$ cat src/hdl/aesbc_pkg.sv
`default_nettype none
package aesbc_pkg;
    localparam int RK_DEPTH = 60;
    localparam int RK_ROWS = RK_DEPTH / 4;
    localparam int RK_AW = 6;
    localparam int BLK_W = 128;
    localparam logic [1:0] KLEN_128 = 2'd0;
    localparam logic [1:0] KLEN_192 = 2'd1;
    localparam logic [2:0] REG_KLEN = 3'd0;
    localparam logic [2:0] REG_KEY0 = 3'd1;
    localparam logic [2:0] REG_KEY1 = 3'd2;
    localparam logic [2:0] REG_KEY2 = 3'd3;
    localparam logic [2:0] REG_KEY3 = 3'd4;
    localparam logic CMD_ENC = 1'b0;

    typedef struct packed {
        logic       ks_start;
        logic       ks_step;
        logic       load;
        logic       round;
        logic [1:0] klen;
    } t_ctrl;

    typedef struct packed {
        logic ks_last;
        logic rnd_last;
    } t_stat;

    function automatic logic [7:0] sbox(input logic [7:0] a);
        logic [7:0] t [256];
        t = '{
8'h63,8'h7c,8'h77,8'h7b,8'hf2,8'h6b,8'h6f,8'hc5,8'h30,8'h01,8'h67,8'h2b,8'hfe,8'hd7,8'hab,8'h76,
8'hca,8'h82,8'hc9,8'h7d,8'hfa,8'h59,8'h47,8'hf0,8'had,8'hd4,8'ha2,8'haf,8'h9c,8'ha4,8'h72,8'hc0,
8'hb7,8'hfd,8'h93,8'h26,8'h36,8'h3f,8'hf7,8'hcc,8'h34,8'ha5,8'he5,8'hf1,8'h71,8'hd8,8'h31,8'h15,
8'h04,8'hc7,8'h23,8'hc3,8'h18,8'h96,8'h05,8'h9a,8'h07,8'h12,8'h80,8'he2,8'heb,8'h27,8'hb2,8'h75,
8'h09,8'h83,8'h2c,8'h1a,8'h1b,8'h6e,8'h5a,8'ha0,8'h52,8'h3b,8'hd6,8'hb3,8'h29,8'he3,8'h2f,8'h84,
8'h53,8'hd1,8'h00,8'hed,8'h20,8'hfc,8'hb1,8'h5b,8'h6a,8'hcb,8'hbe,8'h39,8'h4a,8'h4c,8'h58,8'hcf,
8'hd0,8'hef,8'haa,8'hfb,8'h43,8'h4d,8'h33,8'h85,8'h45,8'hf9,8'h02,8'h7f,8'h50,8'h3c,8'h9f,8'ha8,
8'h51,8'ha3,8'h40,8'h8f,8'h92,8'h9d,8'h38,8'hf5,8'hbc,8'hb6,8'hda,8'h21,8'h10,8'hff,8'hf3,8'hd2,
8'hcd,8'h0c,8'h13,8'hec,8'h5f,8'h97,8'h44,8'h17,8'hc4,8'ha7,8'h7e,8'h3d,8'h64,8'h5d,8'h19,8'h73,
8'h60,8'h81,8'h4f,8'hdc,8'h22,8'h2a,8'h90,8'h88,8'h46,8'hee,8'hb8,8'h14,8'hde,8'h5e,8'h0b,8'hdb,
8'he0,8'h32,8'h3a,8'h0a,8'h49,8'h06,8'h24,8'h5c,8'hc2,8'hd3,8'hac,8'h62,8'h91,8'h95,8'he4,8'h79,
8'he7,8'hc8,8'h37,8'h6d,8'h8d,8'hd5,8'h4e,8'ha9,8'h6c,8'h56,8'hf4,8'hea,8'h65,8'h7a,8'hae,8'h08,
8'hba,8'h78,8'h25,8'h2e,8'h1c,8'ha6,8'hb4,8'hc6,8'he8,8'hdd,8'h74,8'h1f,8'h4b,8'hbd,8'h8b,8'h8a,
8'h70,8'h3e,8'hb5,8'h66,8'h48,8'h03,8'hf6,8'h0e,8'h61,8'h35,8'h57,8'hb9,8'h86,8'hc1,8'h1d,8'h9e,
8'he1,8'hf8,8'h98,8'h11,8'h69,8'hd9,8'h8e,8'h94,8'h9b,8'h1e,8'h87,8'he9,8'hce,8'h55,8'h28,8'hdf,
8'h8c,8'ha1,8'h89,8'h0d,8'hbf,8'he6,8'h42,8'h68,8'h41,8'h99,8'h2d,8'h0f,8'hb0,8'h54,8'hbb,8'h16};
        return t[a];
    endfunction

    function automatic logic [7:0] inv_sbox(input logic [7:0] a);
        logic [7:0] t [256];
        t = '{
8'h52,8'h09,8'h6a,8'hd5,8'h30,8'h36,8'ha5,8'h38,8'hbf,8'h40,8'ha3,8'h9e,8'h81,8'hf3,8'hd7,8'hfb,
8'h7c,8'he3,8'h39,8'h82,8'h9b,8'h2f,8'hff,8'h87,8'h34,8'h8e,8'h43,8'h44,8'hc4,8'hde,8'he9,8'hcb,
8'h54,8'h7b,8'h94,8'h32,8'ha6,8'hc2,8'h23,8'h3d,8'hee,8'h4c,8'h95,8'h0b,8'h42,8'hfa,8'hc3,8'h4e,
8'h08,8'h2e,8'ha1,8'h66,8'h28,8'hd9,8'h24,8'hb2,8'h76,8'h5b,8'ha2,8'h49,8'h6d,8'h8b,8'hd1,8'h25,
8'h72,8'hf8,8'hf6,8'h64,8'h86,8'h68,8'h98,8'h16,8'hd4,8'ha4,8'h5c,8'hcc,8'h5d,8'h65,8'hb6,8'h92,
8'h6c,8'h70,8'h48,8'h50,8'hfd,8'hed,8'hb9,8'hda,8'h5e,8'h15,8'h46,8'h57,8'ha7,8'h8d,8'h9d,8'h84,
8'h90,8'hd8,8'hab,8'h00,8'h8c,8'hbc,8'hd3,8'h0a,8'hf7,8'he4,8'h58,8'h05,8'hb8,8'hb3,8'h45,8'h06,
8'hd0,8'h2c,8'h1e,8'h8f,8'hca,8'h3f,8'h0f,8'h02,8'hc1,8'haf,8'hbd,8'h03,8'h01,8'h13,8'h8a,8'h6b,
8'h3a,8'h91,8'h11,8'h41,8'h4f,8'h67,8'hdc,8'hea,8'h97,8'hf2,8'hcf,8'hce,8'hf0,8'hb4,8'he6,8'h73,
8'h96,8'hac,8'h74,8'h22,8'he7,8'had,8'h35,8'h85,8'he2,8'hf9,8'h37,8'he8,8'h1c,8'h75,8'hdf,8'h6e,
8'h47,8'hf1,8'h1a,8'h71,8'h1d,8'h29,8'hc5,8'h89,8'h6f,8'hb7,8'h62,8'h0e,8'haa,8'h18,8'hbe,8'h1b,
8'hfc,8'h56,8'h3e,8'h4b,8'hc6,8'hd2,8'h79,8'h20,8'h9a,8'hdb,8'hc0,8'hfe,8'h78,8'hcd,8'h5a,8'hf4,
8'h1f,8'hdd,8'ha8,8'h33,8'h88,8'h07,8'hc7,8'h31,8'hb1,8'h12,8'h10,8'h59,8'h27,8'h80,8'hec,8'h5f,
8'h60,8'h51,8'h7f,8'ha9,8'h19,8'hb5,8'h4a,8'h0d,8'h2d,8'he5,8'h7a,8'h9f,8'h93,8'hc9,8'h9c,8'hef,
8'ha0,8'he0,8'h3b,8'h4d,8'hae,8'h2a,8'hf5,8'hb0,8'hc8,8'heb,8'hbb,8'h3c,8'h83,8'h53,8'h99,8'h61,
8'h17,8'h2b,8'h04,8'h7e,8'hba,8'h77,8'hd6,8'h26,8'he1,8'h69,8'h14,8'h63,8'h55,8'h21,8'h0c,8'h7d};
        return t[a];
    endfunction

    function automatic logic [7:0] xt(input logic [7:0] a);
        return {a[6:0], 1'b0} ^ (a[7] ? 8'h1b : 8'h00);
    endfunction

    function automatic logic [31:0] sub_word(input logic [31:0] w);
        return {sbox(w[31:24]), sbox(w[23:16]), sbox(w[15:8]), sbox(w[7:0])};
    endfunction
endpackage
`default_nettype wire

$ cat src/hdl/aesbc_ctrl.sv
`default_nettype none
module aesbc_ctrl (
    input  wire logic             i_clk,
    input  wire logic             i_rst_n,
    input  wire logic             i_s_valid,
    output logic                  o_s_ready,
    output logic                  o_m_valid,
    input  wire logic             i_m_ready,
    input  wire logic             i_cfg_wr,
    input  wire logic [1:0]       i_klen,
    input  wire aesbc_pkg::t_stat i_stat,
    output aesbc_pkg::t_ctrl      o_ctrl
);
    import aesbc_pkg::*;

    typedef enum logic [3:0] {
        S_IDLE = 4'b0001,
        S_KEYS = 4'b0010,
        S_RUN  = 4'b0100,
        S_OUT  = 4'b1000
    } t_state;

    t_state r_state, n_state;
    logic   r_expanded, n_expanded;

    // expand runs first after a key write, then rounds
    always_comb begin
        n_state    = r_state;
        n_expanded = r_expanded;
        o_ctrl     = '0;
        o_ctrl.klen = i_klen;
        o_s_ready  = 1'b0;
        o_m_valid  = 1'b0;
        case (r_state)
            S_IDLE: begin
                o_s_ready = 1'b1;
                if (i_s_valid) begin
                    o_ctrl.load = 1'b1;
                    if (r_expanded) begin
                        n_state = S_RUN;
                    end else begin
                        o_ctrl.ks_start = 1'b1;
                        n_state = S_KEYS;
                    end
                end
            end
            S_KEYS: begin
                o_ctrl.ks_step = 1'b1;
                if (i_stat.ks_last) begin
                    n_expanded = 1'b1;
                    n_state    = S_RUN;
                end
            end
            S_RUN: begin
                o_ctrl.round = 1'b1;
                if (i_stat.rnd_last) n_state = S_OUT;
            end
            S_OUT: begin
                o_m_valid = 1'b1;
                if (i_m_ready) n_state = S_IDLE;
            end
            default: n_state = S_IDLE;
        endcase
        if (i_cfg_wr) n_expanded = 1'b0;
    end

    always_ff @(posedge i_clk) begin
        if (!i_rst_n) begin
            r_state    <= S_IDLE;
            r_expanded <= 1'b0;
        end else begin
            r_state    <= n_state;
            r_expanded <= n_expanded;
        end
    end

`ifndef SYNTH
    a_ready_idle: assert property (@(posedge i_clk) disable iff (!i_rst_n)
        o_s_ready |-> !o_m_valid) else $error("ready while result held");
    a_run_to_out: assert property (@(posedge i_clk) disable iff (!i_rst_n)
        (r_state == S_RUN && i_stat.rnd_last) |=> o_m_valid) else $error("no result");
    a_keys_flag: assert property (@(posedge i_clk) disable iff (!i_rst_n)
        (r_state == S_KEYS && i_stat.ks_last && !i_cfg_wr) |=> r_expanded)
        else $error("schedule flag");
`endif
endmodule
`default_nettype wire

$ cat config.mk
export PLATFORM = sky130hd
export DESIGN_NAME = aesbc_ctrl
export DESIGN_NICKNAME = d
export VERILOG_FILES = /design/src/hdl/aesbc_pkg.sv /design/src/hdl/aesbc_ctrl.sv
export SDC_FILE = /design/constraint.sdc
export NUM_CORES = 1
export LEC_CHECK = 0
export BUFFER_PORTS_ARGS = -buffer_cell sky130_fd_sc_hd__buf_2
export CORE_AREA = 8 8 45 47
export DETAILED_ROUTE_END_ITERATION = 12
export DIE_AREA = 0 0 53 55
export GPL_TIMING_DRIVEN = 0
export PLACE_DENSITY = 0.61
export SETUP_SLACK_MARGIN = 0.4
export SLEW_MARGIN = 20
export SYNTH_ARGS = -nofsm -noshare
export SYNTH_HDL_FRONTEND = slang
export SYNTH_SLANG_ARGS = --single-unit
$ cat constraint.sdc
create_clock -name i_clk -period 1.5 [get_ports i_clk]
set_input_delay 0.075 -clock i_clk [delete_from_list [all_inputs] [get_ports i_clk]]
set_output_delay 0.075 -clock i_clk [all_outputs]
set_load 0.005 [all_outputs]
# --- Word-level counts from Yosys, hierarchy flattened ---
# Index checks and enable logic that the tools add are counted.
totals:
  in_bits: 9
  reg_bits: 5
  out_inout_bits: 8
  word_cells: 29
classes:
  mux: 15
  n_eq_ne: 8
  bitwise: 1
  n_reduce_logical: 3
ops:
  columns: ["operator", "count"]
  rows:
  - ["2-to-1 mux 4 bit", 4]
  - ["case mux 4 bit (4 select lines)", 1]
  - ["2-to-1 mux 1 bit", 9]
  - ["inequality test 2 bit (second input constant)", 4]
  - ["equality test 4 x 1 -> 1 bit (second input constant)", 1]
  - ["equality test 4 x 2 -> 1 bit (second input constant)", 1]
  - ["equality test 4 x 3 -> 1 bit (second input constant)", 1]
  - ["equality test 4 bit (second input constant)", 1]
  - ["AND reduction 4 bit", 1]
  - ["2-to-1 mux 3 bit", 1]
  - ["AND reduction 2 bit", 1]
  - ["OR reduction 2 bit", 1]
  - ["NOT 1 bit", 1]

# --- Logic depth before layout (Yosys ltp) ---
depth:
  ltp_word: 3
  depth_mapped: 5
  mapped_depth_nobuf: 4

# --- Worst setup path after synthesis ---
# OpenSTA, ideal clock, no wires.
synth_path:
  kind: "reg2reg"
  startpoint: "reg r_state[0]"
  endpoint: "reg r_state[0]"
  setup_slack_ns: 0.242
  setup_ns: 0.143
  arrival_time_ns: 1.116
  path_buffers: 1
  required_time_ns: 1.357
  stages_incl_launch_ff: 6
  period_less_slack_ns: 1.258
  path_cell_list: "dfxtp_1 > buf_2 > nor3b_2 > a21oi_1 > o31ai_2 > o221ai_1"
synth_between:
  elab_chain_len: 3
  word_cells_on_any_way: 10
  classes_between: "eq/ne: 8; mux: 1; reduce/logical: 1"
synth_lines:
  columns: ["item", "line_no", "rtl"]
  rows:
  - ["start: declaration", "aesbc_ctrl.sv:23", "t_state r_state, n_state;"]
  - ["start signal: assignment", "aesbc_ctrl.sv:72", "r_state <= n_state;"]
  - ["equality test 4 x 2 -> 1 bit, or another cell as far along", "aesbc_ctrl.sv:34", "case (r_state)"]
  - ["inequality test 2 bit (no source line)", null, null]
  - ["AND reduction 4 bit (no source line)", null, null]
# Parallel ways exist; a longest one is shown, timed or not.
# A chain may end at the register's enable or synchronous reset.

==> impl_metrics.json <==
{
  "tightest_slew_ns": 0.2461,
  "wl_um": 1127,
  "antenna_found_initial": 0,
  "startpoint": "r_state[3]$_SDFFE_PN0P_",
  "h-tree-depth": 1,
  "fillers": 147,
  "async_flop_share": 0,
  "ys_seq_area_frac": 0.2469,
  "syn_avg_cell_area_um2": 9.009,
  "initial_core_util": 0.2929,
  "muxShareOfSynthArea": 0.07407,
  "synth-adder-area-share": 0,
  "portBuffers": 14,
  "place_ws_ns": 0.1169,
  "crit_required_ns": 1.42,
  "setup_viol": 0,
  "n_antenna_cell": 0,
  "hpwl_um": 717.9,
  "synth_common_cells": "buf_4 (5), dfxtp_1 (5), nand2_1 (4), nor2_1 (4)",
  "arrival_ns": 1.34,
  "synth_top_cell_area_share": 0.2469,
  "worst_slack_ns": 0.08510,
  "drv_slew": 0,
  "relSlewSlack": 0.8355,
  "firstDrtPassIters": 4,
  "synth.largest_area_cell": "dfxtp_1",
  "track_usage": 0.07928,
  "placement_rows": 14,
  "syn_inst": 45,
  "power_leakage_nw": 0.3292,
  "rsz0062_at_grt": "yes",
  "design.portCount": 17,
  "drive_gt1_frac": 0.6533,
  "grt_pass1_wl_um": 1662,
  "path_clk_slew_ns": 0.05,
  "ys_ff_latch": 5,
  "skew_ns": 0.006016,
  "regToRegStartpoint": "r_state[3]$_SDFFE_PN0P_",
  "clockRootBuffer": "clkbuf_4",
  "clockBufferDepth": 2,
  "synthTopCellsByArea": "dfxtp_1 (25%), buf_4 (9.3%), mux2i_1 (7.4%)",
  "synth_compound_area_frac": 0.1327,
  "die-area_um2": 2915,
  "syn_nets": 54,
  "critPathSlowestCell": "dfxtp_2",
  "cp_top_family": "simple AND/OR/NAND/NOR gates",
  "finalInstanceArea_um2": 715.7,
  "drc": 0,
  "fin_crit_ns": 1.415,
  "finalCritPeriodShare": 0.9433,
  "synth_top_family_by_area": "simple AND/OR/NAND/NOR gates",
  "clock_latency_ns": 0.25,
  "post_dp_cell_area_um2": 503.0,
  "vias": 441,
  "powerDensity_nw_per_um2": 721.0,
  "final_nets": 85,
  "gp_congestion": 0.7001,
  "fp.dieH_um": 55,
  "worstSetupStartpointType": "flip-flop",
  "synth_xor_xnor_area_share": 0.02160,
  "endpoint_kind": "primary output",
  "cp_max_fo": 4,
  "wl_per_cell_um": 12.38,
  "multi_input_area_um2": 304.0,
  "grt_max_degree": 11,
  "syn_to_final_growth_pct": 76.54,
  "viasPerCell": 4.846,
  "ant_nets": 0,
  "ir_drop_uv": 477.8,
  "drt-initial-drc-count": 9,
  "synth-edff-count": 0,
  "max_cap_viol_count": 0,
  "synth_cell_types": 24,
  "max_stage_delay_ns": 0.31,
  "crit_chain": "buf_6 > nor4b_4 > and2_4 > nor2b_4 > buf_2",
  "finalHoldViolCount": 0,
  "core_um2": 1384,
  "synth_simple_gate_area_frac": 0.3827,
  "status": "complete, no violations",
  "fp.dieW_um": 53,
  "overflow": 0,
  "yosys_warnings": 0,
  "synth_flop_cell": "dfxtp_1",
  "netlist_area_um2": 405.4,
  "fmax_ghz": 0.7068,
  "cp_num_buf_inv": 2,
  "first_global_vias": 384,
  "cts_tree": "yes",
  "numCtsBuffers": 3,
  "regArea_um2": 102.6,
  "path_class": "flip-flop to primary output",
  "holdCritPathClass": "primary input to flip-flop",
  "hold_start": "i_rst_n",
  "cts_sinks": 5
}
power by group:
group          total, mW  switching, mW  internal, mW
sequential         0.149        0.00683         0.142
clock              0.157         0.0566         0.101
combinational      0.210         0.0856         0.125
total              0.516          0.149         0.367
final cells by class:
| type | count | share of cell area |
|---|---|---|
| clock buffers | 4 | 0.03671 |
| well taps | 16 | 0.02797 |
| inverters | 1 | 0.005245 |
| plain buffers | 7 | 0.09441 |
| flip-flops and latches | 5 | 0.1434 |
| multi-input cells | 32 | 0.4248 |
| repair buffers | 26 | 0.2675 |
registers in the layout, indices dropped and copies added (netlist names):
register    count
r_state         4
r_expanded      1
final timing paths:
path	to	depth (start not counted)	slack, ns
worst max-delay path	o_ctrl[5]	5	0.09
worst min-delay path	r_state[0]$_SDFFE_PN1P_	2	0.07
worst max register to register	r_state[3]$_SDFFE_PN0P_	7	0.14
worst min register to register	r_expanded$_SDFFE_PP0P_	2	0.58
kinds of logic after synthesis:
logic type / Yosys count
AOI/OAI and AO/OA: 8
and+or+nand+nor: 20
DFF: 5
buffers and inverters: 8
xor gates and xnor gates: 1
muxes: 3
layout by cell type (no fill, tap or decap):
master and count:
xor2_1 1, nor2_1 4, buf_12 1, nand3_1 1, nor4b_4 3, o21ai_0 2
dfxtp_1 3, dlygate4sd3_1 1, mux2i_1 3, o21a_1 1, a21oi_2 1, and3_1 1
buf_6 7, buf_4 12, clkbuf_4 3, nor3b_4 1, o221ai_2 1, and2_4 1
nor3b_2 2, nor2b_4 1, nor4b_2 1, buf_2 12, nand2_1 4, clkbuf_1 1
dfxtp_2 2, o21ai_1 1, o31ai_2 1, nor3b_1 1, a21oi_1 1, inv_1 1
worst register-to-register path: stages (launching register included):
cell and delay [ns]:
dfxtp_2 0.31, buf_6 0.12, buf_4 0.13, nor2_1 0.13
a21oi_2 0.08, o31ai_2 0.17, buf_4 0.17, mux2i_1 0.17
repair_timing:
item,CTS,global route
pin swaps,3,1
gates resized for setup,9,6
setup endpoints to repair,11,11
setup buffers,9,2
hold endpoints to repair,1,0
hold buffers,1,0
stage by stage:
step | setup TNS (ns) | instances | utilization | hold WS (ns) | power (mW)
2_1_floorplan | 0 | 45 | - | 0.1511 | 0.2453
3_3_place_gp | 0 | 75 | 0.3635 | 0.2398 | 0.2838
3_5_place_dp | 0 | 75 | 0.3635 | 0.2422 | 0.2861
4_1_cts | 0 | 89 | 0.4783 | 0.08103 | 0.5066
5_1_grt | -0.001322 | 91 | 0.5172 | 0.07158 | 0.5456
6_report | 0 | 91 | 0.5172 | 0.07407 | 0.5160
layer usage:
layer,track usage,share of wire,vias up
met5,0,0,-
met4,0.01293,0.020,0
met3,0.04813,0.090,2
met2,0.1387,0.49,19
met1,0.08067,0.39,205
li1,-,-,215
Note: power is estimated with default switching activity, not from simulation.
